`config.mk`:
```
export PLATFORM = sky130hd
export DESIGN_NAME = priority_collection_engine
export DESIGN_NICKNAME = d
export VERILOG_FILES = /design/src/pce_pkg.sv /design/src/priority_collection_engine.sv /design/src/pce_ram.sv
export VERILOG_INCLUDE_DIRS = /design/src /design/src/src
export SDC_FILE = /design/constraint.sdc
export NUM_CORES = 2
export LEC_CHECK = 0
export ABC_AREA = 1
export BUFFER_PORTS_ARGS = -buffer_cell sky130_fd_sc_hd__buf_2
export CELL_PAD_IN_SITES_DETAIL_PLACEMENT = 1
export CELL_PAD_IN_SITES_GLOBAL_PLACEMENT = 1
export CORE_ASPECT_RATIO = 1.2
export CORE_MARGIN = 2
export CORE_UTILIZATION = 51
export DETAILED_ROUTE_END_ITERATION = 16
export PLACE_DENSITY = 0.83
export SLEW_MARGIN = 20
export SYNTH_ARGS = -nofsm -noshare
export SYNTH_HDL_FRONTEND = slang
export SYNTH_SLANG_ARGS = --single-unit
```
`constraint.sdc`:
```
create_clock -name i_clk -period 8.85 [get_ports i_clk]
set_clock_uncertainty 0.2 [all_clocks]
set_input_delay 2.655 -clock i_clk [delete_from_list [all_inputs] [get_ports i_clk]]
set_output_delay 2.655 -clock i_clk [all_outputs]
set_load 0.05 [all_outputs]
```
`src/priority_collection_engine_macros.svh`:
```
// Assertion macros shared by the priority collection engine RTL
`ifndef PRIORITY_COLLECTION_ENGINE_MACROS_SVH
`define PRIORITY_COLLECTION_ENGINE_MACROS_SVH

// Check that cons holds in the same cycle as ante
`define PCE_ASSERT_SAME(label, clk, rst_n, ante, cons, msg) \
    label: assert property (@(posedge clk) disable iff (!(rst_n)) (ante) |-> (cons)) \
        else $error(msg);

// Check that cons holds in the cycle after ante
`define PCE_ASSERT_NEXT(label, clk, rst_n, ante, cons, msg) \
    label: assert property (@(posedge clk) disable iff (!(rst_n)) (ante) |=> (cons)) \
        else $error(msg);

`endif

```
`src/pce_pkg.sv`:
```
// Shared types and constants for the priority collection engine
package pce_pkg;

    // Fixed field widths
    localparam int ID_W  = 6;
    localparam int REQ_W = 3;
    localparam int ST_W  = 3;

    // Parameter defaults
    localparam int DEF_CAPACITY      = 64;
    localparam int DEF_PAYLOAD_WIDTH = 32;
    localparam int DEF_PRIO_WIDTH    = 16;

    // Request codes
    typedef enum logic [REQ_W-1:0] {
        REQ_ADD      = 3'd0,
        REQ_IS_VALID = 3'd1,
        REQ_GET      = 3'd2,
        REQ_PROMOTE  = 3'd3,
        REQ_GET_MAX  = 3'd4,
        REQ_POP_MAX  = 3'd5
    } t_req;

    // Status codes
    typedef enum logic [ST_W-1:0] {
        STS_OK      = 3'd0,
        STS_FULL    = 3'd1,
        STS_EMPTY   = 3'd2,
        STS_INVALID = 3'd3,
        STS_SAT     = 3'd4
    } t_status;

    // Sequencer states
    typedef enum logic [2:0] {
        S_IDLE,
        S_DECODE,
        S_SCAN,
        S_PICK,
        S_FETCH
    } t_state;

endpackage

```
`src/priority_collection_engine.sv`:
```
// Priority collection engine: fixed-capacity store with promote and max search
// Add, is_valid and errors are answered from the decode state; get and promote go on to the fetch
// state; get_max and pop_max scan every entry, then pass through pick and fetch (pick only when empty).
// A new request is accepted only in the idle state; a result held by the sink delays the next.
// The max search walks the priority RAM through its single read port, one entry a cycle.
// Synchronous active-low reset empties the store and restarts ids at zero.
`include "priority_collection_engine_macros.svh"

module priority_collection_engine #(
    parameter int CAPACITY      = pce_pkg::DEF_CAPACITY,
    parameter int PAYLOAD_WIDTH = pce_pkg::DEF_PAYLOAD_WIDTH,
    parameter int PRIO_WIDTH    = pce_pkg::DEF_PRIO_WIDTH,
    localparam int IN_TDATA_W   = ((pce_pkg::ID_W + PAYLOAD_WIDTH + 7) / 8) * 8,
    localparam int OUT_TDATA_W  =
        ((pce_pkg::ID_W + PAYLOAD_WIDTH + PRIO_WIDTH + 1 + 7) / 8) * 8
) (
    input  logic                        i_clk,
    input  logic                        i_rst_n,
    // Request channel
    input  logic                        i_s_tvalid,
    output logic                        o_s_tready,
    input  logic [IN_TDATA_W-1:0]       i_s_tdata,  // target_id, payload_in, zero pad
    input  logic [pce_pkg::REQ_W-1:0]   i_s_tuser,  // req_type
    // Result channel
    output logic                        o_m_tvalid,
    input  logic                        i_m_tready,
    output logic [OUT_TDATA_W-1:0]      o_m_tdata,  // result_id, payload_out,
                                                    // priority_out, is_live, zero pad
    output logic [pce_pkg::ST_W-1:0]    o_m_tuser   // status
);

    import pce_pkg::*;

    localparam int IDX_W = $clog2(CAPACITY);
    localparam int CNT_W = $clog2(CAPACITY + 1);
    localparam logic [CNT_W-1:0] CAP_CNT = CNT_W'(CAPACITY);

    // Sequencer and request registers
    t_state                  r_state, n_state;
    t_req                    r_req;
    logic [ID_W-1:0]         r_tid;
    logic [PAYLOAD_WIDTH-1:0] r_pin;

    // Store bookkeeping
    logic [CAPACITY-1:0]     r_live, n_live;
    logic [CNT_W-1:0]        r_next_id;

    // Scan registers
    logic [CNT_W-1:0]        r_scan;
    logic                    r_cmp_valid;
    logic [IDX_W-1:0]        r_cmp_idx;
    logic                    r_best_valid;
    logic [PRIO_WIDTH-1:0]   r_best_prio;
    logic [IDX_W-1:0]        r_idx;

    // Output register
    logic                    r_out_valid;
    t_status                 r_status, n_status;
    logic [ID_W-1:0]         r_result_id, n_result_id;
    logic [PAYLOAD_WIDTH-1:0] r_payload_out, n_payload_out;
    logic [PRIO_WIDTH-1:0]   r_priority_out, n_priority_out;
    logic                    r_is_live, n_is_live;

    // Strobes from the output decode
    logic                    w_emit;
    logic                    w_add_wr;
    logic                    w_prio_inc;
    logic                    w_live_clr;

    // Derived values
    logic                    w_out_free;
    logic                    w_accept;
    logic [31:0]             w_tid_ext;
    logic [IDX_W-1:0]        w_tid_idx;
    logic                    w_tid_live;
    logic [31:0]             w_idx_ext;
    logic [ID_W-1:0]         w_idx_id;
    logic [31:0]             w_next_ext;
    logic [ID_W-1:0]         w_next_id;
    logic [IDX_W-1:0]        w_next_idx;
    logic                    w_full;
    logic                    w_cmp_take;

    // RAM ports
    logic [IDX_W-1:0]        w_rd_addr;
    logic [PAYLOAD_WIDTH-1:0] w_pay_rd;
    logic [PRIO_WIDTH-1:0]   w_prio_rd;
    logic                    w_prio_wr_en;
    logic [IDX_W-1:0]        w_prio_wr_addr;
    logic [PRIO_WIDTH-1:0]   w_prio_wr_data;
    logic                    w_prio_max;

    // Handshake and id arithmetic
    assign w_out_free = !r_out_valid || i_m_tready;
    assign o_s_tready = (r_state == S_IDLE);
    assign w_accept   = i_s_tvalid && o_s_tready;

    assign w_tid_ext  = 32'(r_tid);
    assign w_tid_idx  = w_tid_ext[IDX_W-1:0];
    assign w_tid_live = (w_tid_ext < 32'(CAPACITY)) && r_live[w_tid_idx];
    assign w_idx_ext  = 32'(r_idx);
    assign w_idx_id   = w_idx_ext[ID_W-1:0];
    assign w_next_ext = 32'(r_next_id);
    assign w_next_id  = w_next_ext[ID_W-1:0];
    assign w_next_idx = r_next_id[IDX_W-1:0];
    assign w_full     = (r_next_id >= CAP_CNT);
    assign w_prio_max = &w_prio_rd;

    // Compare the entry read in the previous scan cycle against the best so far
    assign w_cmp_take = (r_state == S_SCAN) && r_cmp_valid && r_live[r_cmp_idx]
                        && (!r_best_valid || (w_prio_rd >= r_best_prio));

    // Select the shared read address
    always_comb begin
        unique case (r_state)
            S_DECODE: w_rd_addr = w_tid_idx;
            S_SCAN:   w_rd_addr = r_scan[IDX_W-1:0];
            default:  w_rd_addr = r_idx;
        endcase
    end

    // Priority RAM write: zero on add, increment on promote
    assign w_prio_wr_en   = w_add_wr || w_prio_inc;
    assign w_prio_wr_addr = w_add_wr ? w_next_idx : r_idx;
    assign w_prio_wr_data = w_add_wr ? '0 : w_prio_rd + PRIO_WIDTH'(1);

    pce_ram #(
        .WIDTH (PAYLOAD_WIDTH),
        .DEPTH (CAPACITY)
    ) u_payload_ram (
        .i_clk     (i_clk),
        .i_wr_en   (w_add_wr),
        .i_wr_addr (w_next_idx),
        .i_wr_data (r_pin),
        .i_rd_addr (w_rd_addr),
        .o_rd_data (w_pay_rd)
    );

    pce_ram #(
        .WIDTH (PRIO_WIDTH),
        .DEPTH (CAPACITY)
    ) u_prio_ram (
        .i_clk     (i_clk),
        .i_wr_en   (w_prio_wr_en),
        .i_wr_addr (w_prio_wr_addr),
        .i_wr_data (w_prio_wr_data),
        .i_rd_addr (w_rd_addr),
        .o_rd_data (w_prio_rd)
    );

    // Next state
    always_comb begin
        n_state = r_state;
        unique case (r_state)
            S_IDLE: begin
                if (i_s_tvalid) n_state = S_DECODE;
            end
            S_DECODE: begin
                priority case (1'b1)
                    (r_req == REQ_GET_MAX) || (r_req == REQ_POP_MAX): n_state = S_SCAN;
                    ((r_req == REQ_GET) || (r_req == REQ_PROMOTE)) && w_tid_live:
                        n_state = S_FETCH;
                    w_out_free: n_state = S_IDLE;
                    default: n_state = S_DECODE;
                endcase
            end
            S_SCAN: begin
                if (r_scan == CAP_CNT) n_state = S_PICK;
            end
            S_PICK: begin
                if (r_best_valid) begin
                    n_state = S_FETCH;
                end else if (w_out_free) begin
                    n_state = S_IDLE;
                end
            end
            S_FETCH: begin
                if (w_out_free) n_state = S_IDLE;
            end
            default: n_state = S_IDLE;
        endcase
    end

    // Result fields and side-effect strobes
    always_comb begin
        w_emit         = 1'b0;
        w_add_wr       = 1'b0;
        w_prio_inc     = 1'b0;
        w_live_clr     = 1'b0;
        n_status       = STS_OK;
        n_result_id    = '0;
        n_payload_out  = '0;
        n_priority_out = '0;
        n_is_live      = 1'b0;
        unique case (r_state)
            S_DECODE: begin
                unique case (r_req)
                    REQ_ADD: begin
                        w_emit = w_out_free;
                        if (w_full) begin
                            n_status = STS_FULL;
                        end else begin
                            w_add_wr      = w_out_free;
                            n_result_id   = w_next_id;
                            n_payload_out = r_pin;
                            n_is_live     = 1'b1;
                        end
                    end
                    REQ_IS_VALID: begin
                        w_emit      = w_out_free;
                        n_result_id = r_tid;
                        n_is_live   = w_tid_live;
                    end
                    REQ_GET, REQ_PROMOTE: begin
                        w_emit      = w_out_free && !w_tid_live;
                        n_status    = STS_INVALID;
                        n_result_id = r_tid;
                    end
                    REQ_GET_MAX, REQ_POP_MAX: begin
                        w_emit = 1'b0;
                    end
                    default: begin
                        w_emit   = w_out_free;
                        n_status = STS_INVALID;
                    end
                endcase
            end
            S_PICK: begin
                w_emit   = w_out_free && !r_best_valid;
                n_status = STS_EMPTY;
            end
            S_FETCH: begin
                w_emit         = w_out_free;
                n_result_id    = w_idx_id;
                n_payload_out  = w_pay_rd;
                n_priority_out = w_prio_rd;
                n_is_live      = 1'b1;
                unique case (r_req)
                    REQ_PROMOTE: begin
                        if (w_prio_max) begin
                            n_status = STS_SAT;
                        end else begin
                            w_prio_inc     = w_out_free;
                            n_priority_out = w_prio_rd + PRIO_WIDTH'(1);
                        end
                    end
                    REQ_POP_MAX: begin
                        w_live_clr = w_out_free;
                        n_is_live  = 1'b0;
                    end
                    default: begin
                        n_status = STS_OK;
                    end
                endcase
            end
            default: begin
                w_emit = 1'b0;
            end
        endcase
    end

    // Live bit updates
    always_comb begin
        n_live = r_live;
        if (w_add_wr) n_live[w_next_idx] = 1'b1;
        if (w_live_clr) n_live[r_idx] = 1'b0;
    end

    // Control registers
    always_ff @(posedge i_clk) begin
        if (!i_rst_n) begin
            r_state      <= S_IDLE;
            r_live       <= '0;
            r_next_id    <= '0;
            r_out_valid  <= 1'b0;
            r_scan       <= '0;
            r_cmp_valid  <= 1'b0;
            r_best_valid <= 1'b0;
        end else begin
            r_state <= n_state;
            r_live  <= n_live;
            if (w_add_wr) r_next_id <= r_next_id + CNT_W'(1);
            // Hold the result until it is taken
            if (w_emit) begin
                r_out_valid <= 1'b1;
            end else if (i_m_tready) begin
                r_out_valid <= 1'b0;
            end
            // Step the scan
            if (r_state == S_DECODE) begin
                r_scan       <= '0;
                r_cmp_valid  <= 1'b0;
                r_best_valid <= 1'b0;
            end else if (r_state == S_SCAN) begin
                if (r_scan < CAP_CNT) begin
                    r_scan      <= r_scan + CNT_W'(1);
                    r_cmp_valid <= 1'b1;
                end else begin
                    r_cmp_valid <= 1'b0;
                end
                if (w_cmp_take) r_best_valid <= 1'b1;
            end
        end
    end

    // Payload registers
    always_ff @(posedge i_clk) begin
        if (w_accept) begin
            r_req <= t_req'(i_s_tuser);
            r_tid <= i_s_tdata[ID_W-1:0];
            r_pin <= i_s_tdata[ID_W +: PAYLOAD_WIDTH];
        end
        if (r_state == S_DECODE) r_idx <= w_tid_idx;
        if (r_state == S_SCAN) r_cmp_idx <= r_scan[IDX_W-1:0];
        if (w_cmp_take) begin
            r_best_prio <= w_prio_rd;
            r_idx       <= r_cmp_idx;
        end
        if (w_emit) begin
            r_status       <= n_status;
            r_result_id    <= n_result_id;
            r_payload_out  <= n_payload_out;
            r_priority_out <= n_priority_out;
            r_is_live      <= n_is_live;
        end
    end

    // Drive the result channel
    assign o_m_tvalid = r_out_valid;
    assign o_m_tuser  = r_status;
    assign o_m_tdata  = OUT_TDATA_W'({r_is_live, r_priority_out, r_payload_out, r_result_id});

    // Checks
    `PCE_ASSERT_SAME(a_next_id_bound, i_clk, i_rst_n, 1'b1, r_next_id <= CAP_CNT,
        "issued id count exceeds capacity")
    `PCE_ASSERT_SAME(a_scan_bound, i_clk, i_rst_n, 1'b1, r_scan <= CAP_CNT,
        "scan counter ran past capacity")
    `PCE_ASSERT_NEXT(a_add_counts, i_clk, i_rst_n, w_add_wr,
        r_next_id == $past(r_next_id) + CNT_W'(1), "add did not advance the id count")
    `PCE_ASSERT_NEXT(a_pop_clears, i_clk, i_rst_n, w_live_clr,
        r_live[$past(r_idx)] == 1'b0, "pop left the entry live")
    `PCE_ASSERT_SAME(a_emit_free, i_clk, i_rst_n, w_emit, w_out_free,
        "result written over one not yet taken")

endmodule

```
`src/pce_ram.sv`:
```
// Generic single-write, single-read RAM with registered read data
module pce_ram #(
    parameter int WIDTH = 32,
    parameter int DEPTH = 64
) (
    input  logic                     i_clk,
    input  logic                     i_wr_en,
    input  logic [$clog2(DEPTH)-1:0] i_wr_addr,
    input  logic [WIDTH-1:0]         i_wr_data,
    input  logic [$clog2(DEPTH)-1:0] i_rd_addr,
    output logic [WIDTH-1:0]         o_rd_data
);

    logic [WIDTH-1:0] r_mem [DEPTH];
    logic [WIDTH-1:0] r_rd_data;

    // Write port and registered read port
    always_ff @(posedge i_clk) begin
        if (i_wr_en) begin
            r_mem[i_wr_addr] <= i_wr_data;
        end
        r_rd_data <= r_mem[i_rd_addr];
    end

    assign o_rd_data = r_rd_data;

endmodule

```
# [After elaboration in Yosys (flattened, before gate mapping)]
# Memories as Yosys holds them, arrays and structs flattened. A register that Yosys moved wholly into a read port is not among the register bits.
# Index checks and enable logic that the tools add are counted.
[totals] mem_count=2 inputBits=47 elab_cells=137 out_inout_bits=61 ram_bits=3072 reg_bits=211 rom_bits=0 latchBits=0
[op_classes] div_mod_pow=0 n_eq_ne=12 shift=0 magnitude_cmp=10 n_mux=57 n_addsub=3 bitwise=4 n_reduce_logical=31 n_mul=0
[memory_table] name="u_payload_ram.r_mem" words=64 width=32 rd=1 rd_ports_with_merged_regs=1 write_ports=1 line_no="pce_ram.sv:14" rtl="logic [WIDTH-1:0] r_mem [DEPTH];"
[memory_table] name="u_prio_ram.r_mem" words=64 width=16 rd=1 rd_ports_with_merged_regs=1 write_ports=1 line_no="pce_ram.sv:14"
[ops] op="$mux 64" count=2
[ops] op="$and 64x64->64" count=1
[ops] op="$mux 32" count=2
[ops] op="$not 64->64" count=1
[ops] op="$or 64x64->64" count=1
[ops] op="$pmux 32 s2" count=1
[ops] op="$mux 16" count=3
[ops] op="$pmux 6 s2" count=3
[ops] op="$lt 6x7->1 const B" count=5
[ops] op="$mux 3" count=8
[ops] op="$mux 6" count=4
[ops] op="$mux 1" count=23
[ops] op="$add 16x1->16 const B" count=1
[ops] op="$ge 16x16->1" count=1
[ops] op="$reduce_and 16->1" count=1
[ops] op="$pmux 3 s5" count=1
[ops] op="$add 7x1->7 const B" count=2
[ops] op="$bmux 1 s6" count=2
[ops] op="$demux 1 s6" count=2
[ops] op="$eq 3x2->1 const B" count=4
[ops] op="$ge 6x1->1 const B" count=2
[ops] op="$logic_and 1x1->1" count=10
[ops] op="$eq 3x3->1 const B" count=3
[ops] op="$pmux 3 s3" count=1
[ops] op="other kinds (16)" count=33

# [Longest topological paths before layout]
[logic_depth] ltp_word=8 mapped_depth=17

# [Hierarchy]
# A second synthesis with hierarchy kept.
[hier_totals] hier_cells=11515 hier_area_um2=135269.7
[by_module_without_submodules] mod="pce_ram at u_payload_ram" area_each_um2=82738.1 instances=1 cells_each=6769
[by_module_without_submodules] mod="pce_ram at u_prio_ram" area_each_um2=42099.1 instances=1 cells_each=3517
[by_module_without_submodules] mod="priority_collection_engine" area_each_um2=10432.5 instances=1 cells_each=1229

# [Least setup slack after synthesis]
# Ideal clock, no wire load.
[synth_timing] kind="input port to flip-flop" start="in i_m_tready" end="reg r_status[0], in the netlist o_m_tuser[0] (enable)" path_buffers=0 path_stages=2 setup_slack_ns=1.232 t_arrival_ns=6.864 t_required_ns=8.096 cell_sequence="nor2_1 o21ai_0"
[synth_between] elab_chain_len=4 word_cells_on_any_way=5 classes_between="2 x mux; 3 x reduce/logical"
[synth_lines] element="from (decl)" line_no="priority_collection_engine.sv:26" rtl="input logic i_m_tready,"
[synth_lines] element="$logic_or 1x1->1 *" line_no="priority_collection_engine.sv:94" rtl="assign w_out_free = !r_out_valid || i_m_tready;"
[synth_lines] element="$logic_and 1x1->1" line_no="priority_collection_engine.sv:215" rtl="w_emit = w_out_free && !w_tid_live;"
[synth_lines] element="$pmux 1 s2" line_no="priority_collection_engine.sv:197" rtl="unique case (r_req)"
[synth_lines] element="$pmux 1 s3 *" line_no="priority_collection_engine.sv:195" rtl="unique case (r_state)"
[synth_lines] element="named net w_emit" line_no="priority_collection_engine.sv:65" rtl="logic w_emit;"
[synth_lines] element="to (signal assigned)" line_no="priority_collection_engine.sv:320" rtl="r_status <= n_status;"
[synth_lines] element="to (decl)" line_no="priority_collection_engine.sv:58" rtl="t_status r_status, n_status;"
# Mark *: on every way through the listed nets, which the timed path passes. The rest lies on a longest branch.
# A chain may end at the register's enable or synchronous reset.

# [Worst setup path after layout]
[layout_timing] start="in i_m_tready" end="mem u_prio_ram.r_mem[48][3] (netlist bit) (enable)"
[layout_between] elab_chain_len=7 word_cells_on_any_way=11 classes_between="9 x mux; 2 x reduce/logical"
[layout_lines] element="$logic_or 1x1->1 *" line_no="priority_collection_engine.sv:94"
[layout_lines] element="$mux 1, on equally long branches" line_no="priority_collection_engine.sv:200, priority_collection_engine.sv:240"
[layout_lines] element="$mux 1, on equally long branches" line_no="priority_collection_engine.sv:197, priority_collection_engine.sv:238"
[layout_lines] element="$mux 1" line_no="priority_collection_engine.sv:195"
[layout_lines] element="$logic_or 1x1->1" line_no="priority_collection_engine.sv:123" rtl="assign w_prio_wr_en = w_add_wr || w_prio_inc;"
[layout_lines] element="$mux 1" line_no="pce_ram.sv:19" rtl="if (i_wr_en) begin"
[layout_lines] element="$mux 1 (implied by the code)" line_no="pce_ram.sv:20" rtl="r_mem[i_wr_addr] <= i_wr_data;"
[layout_lines] element="to (decl)" line_no="pce_ram.sv:14"
# Every way passes the cells marked *; elsewhere a longest branch is shown, timed or not.

==> results.tsv <==
stage	metric	value	unit
worst_setup_path	end_kind	flop	
power_and_ir_drop	leakagePower	64.4	nW
cells_and_area	area_growth	10.3	%
cells_and_area	stdcell_area	161000	um^2
detailed_routing	avgViaCountPerCell	6.20	
worst_setup_path	start_kind	input port	
clocking	ctsHoldBuffers	0	
floorplan	rows	215	
power_and_ir_drop	swShare	30.0	%
timing	tightest_slew	1.23	ns
synthesis	ys_warn_count	0	
timing	relSlewSlack	17.8	%
synthesis	yosysTopAreaCellShare	65.9	%
worst_setup_path	worstPathArrival	6.77	ns
worst_setup_path	crit_required	9.16	ns
power_and_ir_drop	p_per_area	244	nW/um^2
floorplan	die_area	290000	um^2
power_and_ir_drop	pwr-share-clk	35.9	%
place	dpl_cell_area	150000	um^2
cells_and_area	final_nets	13600	
place	gp_congestion	0.873	
cells_and_area	drive_gt1_share	7.12	%
clocking	cts_buffers	329	
cells_and_area	final_common_cell	nand3_1	
power_and_ir_drop	pwr-share-seq	46.8	%
floorplan	die-width	492	um
global_routing	grt_pass1_wl	734000	um
global_routing	grtUsageTotal	33.7	%
detailed_routing	first_iter_violations	15100	
flow_run	maxCapViolCount	0	
detailed_routing	vias	109000	
clocking	clk_path_buf_depth	4	
clocking	clk_pin_slew_worst_paths	0.07	ns
detailed_routing	drt_pass1_iterations	8	
power_and_ir_drop	p_switching	11.8	mW
global_routing	grt_overflow	0	
floorplan	core	285000	um^2
floorplan	die_h	590	um
detailed_routing	wl_per_cell	28.6	um
cells_and_area	seqCellArea	98700	um^2
cells_and_area	final_cell_mix	3305 x nand3_1, 3199 x edfxtp_1, 2648 x nand2_1	
clocking	cts_resized	0	
worst_setup_path	criticalPathCategory	in -> reg	
detailed_routing	totalWireLength	504000	um
synthesis	netlist.top_cell.by_area	edfxtp_1	
global_routing	grt_max_degree	183	
synthesis	syn_inst	13700	
timing	clock.fmax	155	MHz
timing	rsz0062_at_grt	no	
timing	finalMaxSlewViolations	0	
clocking	cts_tree	yes	
synthesis	synth_seq_cells	3331	
clocking	cts.sinks	3331	
timing	hold_violations	0	
global_routing	grt_pass1_vias	117000	
detailed_routing	postRouteAntennaNets	0	
floorplan	io_pins	108	
floorplan	start_util	51.1	%
global_routing	antenna_found_initial	19	
hold_path	hp-class	reg -> reg	
detailed_routing	drc_errors	0	
power_and_ir_drop	p_int	27.4	mW
cells_and_area	nFillCells	29900	
synthesis	syn_area_per_cell	10.7	um^2
place	post-dp-hpwl	270000	um
cells_and_area	multiInputGateArea	35000	um^2
synthesis	yosysSeqAreaShare	67.7	%
timing	setup_violations	0	
outcome	status	finished clean	
clocking	htreeDepth	5	
place	io_buffers	104	
synthesis	synth_area_leaders	edfxtp_1 66%, nand3_1 11%, nand2_1 6.8%	
timing	fin_tns_setup	0	ns
clocking	cts_setup_buffers	0	
synthesis	synth_cell_type_count	44	
clocking	root_buffer	clkbuf_16	
power_and_ir_drop	combinationalPowerShare	17.3	%
synthesis	syn_area	146000	um^2
clocking	clk_latency	0.90	ns
power_and_ir_drop	vdd_drop_max	0.192	mV
worst_setup_path	cp_max_fo	16	
timing	fin_crit	6.46	ns
timing	finalCritPeriodShare	73.0	%
synthesis	synthesis.nets	13700	
metal layers:
layer | vias up | global-route usage [%] | share of wire, %
li1 | 45500 | - | -
met1 | 55000 | 40.8 | 35
met2 | 7000 | 56.3 | 49
met3 | 1636 | 6.29 | 9.9
met4 | 10 | 19.6 | 5.7
met5 | - | 0 | 0.015
path summary, 6_finish.rpt:
check	cells after the start	end	start	slack, ns
worst max-delay path	10	u_prio_ram.r_mem[48][3]$_DFFE_PP_	i_m_tready	2.39
worst min-delay path	0	r_cmp_idx[2]$_DFFE_PN_	r_scan[2]$_SDFFE_PP0P_	0.24
worst max register to register	14	u_prio_ram.o_rd_data[8]$_DFF_P_	r_state[2]$_SDFFE_PN0P_	2.88
worst min register to register	0	r_cmp_idx[2]$_DFFE_PN_	r_scan[2]$_SDFFE_PP0P_	0.24
stage by stage:
stage	setup WS (ns)	hold WS, ns	utilization (%)	instances	power (mW)
global placement	1.77	0.218	52.7	17000	24.6
global route	2.44	0.250	56.4	17600	40.0
floorplan	1.23	0.208	-	13700	22.4
CTS	2.61	0.238	56.3	17600	38.9
detailed placement	1.74	0.223	52.7	17000	25.0
finish	2.39	0.241	56.4	17600	39.2
critical path, stage by stage:
cell and delay [ns]:
buf_2 0.09, nor2_1 0.91, inv_1 0.40, nand2_4 0.25, inv_2 0.22, nor2_1 0.19
a21oi_2 0.11, inv_1 0.29, nand3_1 0.49, nor2_2 1.11
power by group through the flow:
stage / sequential [mW] / combinational, mW / clock [mW]
3_5_place_dp: 18.6 / 6.37 / 0
6_report: 18.3 / 6.77 / 14.1
2_1_floorplan: 18.8 / 3.60 / 0
4_1_cts: 18.3 / 6.53 / 14.1
3_3_place_gp: 18.6 / 5.93 / 0
5_1_grt: 18.3 / 7.08 / 14.6
cells by family (layout without fill, tap and decap cells):
| logic type | after synthesis | after routing | share of synthesized area (%) |
|---|---|---|---|
| compound gates | 232 | 232 | 0.999 |
| simple gates | 6860 | 6860 | 22.2 |
| flops | 3331 | 3331 | 67.7 |
| other cells | 1 | 9 | 0.00257 |
| xor+xnor | 13 | 13 | 0.0781 |
| fa+ha+maj | 21 | 21 | 0.180 |
| buf+inv | 3208 | 3349 | 8.80 |
flip-flops by register name, indices dropped and copies added, names as in the netlist, 7 cells and up:
name / count
r_next_id: 7
r_pin: 32
u_payload_ram.r_mem: 2048
r_payload_out: 32
r_scan: 7
r_best_prio: 16
r_live: 64
u_payload_ram.o_rd_data: 32
u_prio_ram.o_rd_data: 16
r_priority_out: 16
u_prio_ram.r_mem: 1024
cells in the mapped netlist (all sizes together):
master,n
conb,1
ha,21
a32o,1
a22o,32
o211ai,2
nand3b,625
a21oi,48
xnor2,3
nor2,230
nor3,32
a22oi,1
a221oi,1
buf,529
xor2,10
edfxtp,3199
clkinv,4
nor3b,2
o22ai,9
clkbuf,293
a31oi,26
a211oi,37
o21ai,73
nor4,2
nand2,2652
nand4,8
nand3,3309
o41ai,1
o2111ai,1
dfxtp,132
inv,2382
layout make-up:
cell class | instances | area share, %
Clock buffer | 406 | 5.45
Multi-Input combinational cell | 7127 | 21.8
Inverter | 2386 | 5.59
Timing Repair Buffer | 363 | 1.81
Clock inverter | 194 | 1.03
Sequential cell | 3331 | 61.4
Antenna cell | 8 | 0.0124
Tap cell | 3797 | 2.95
No activity file was read; power rests on OpenSTA's default activity.
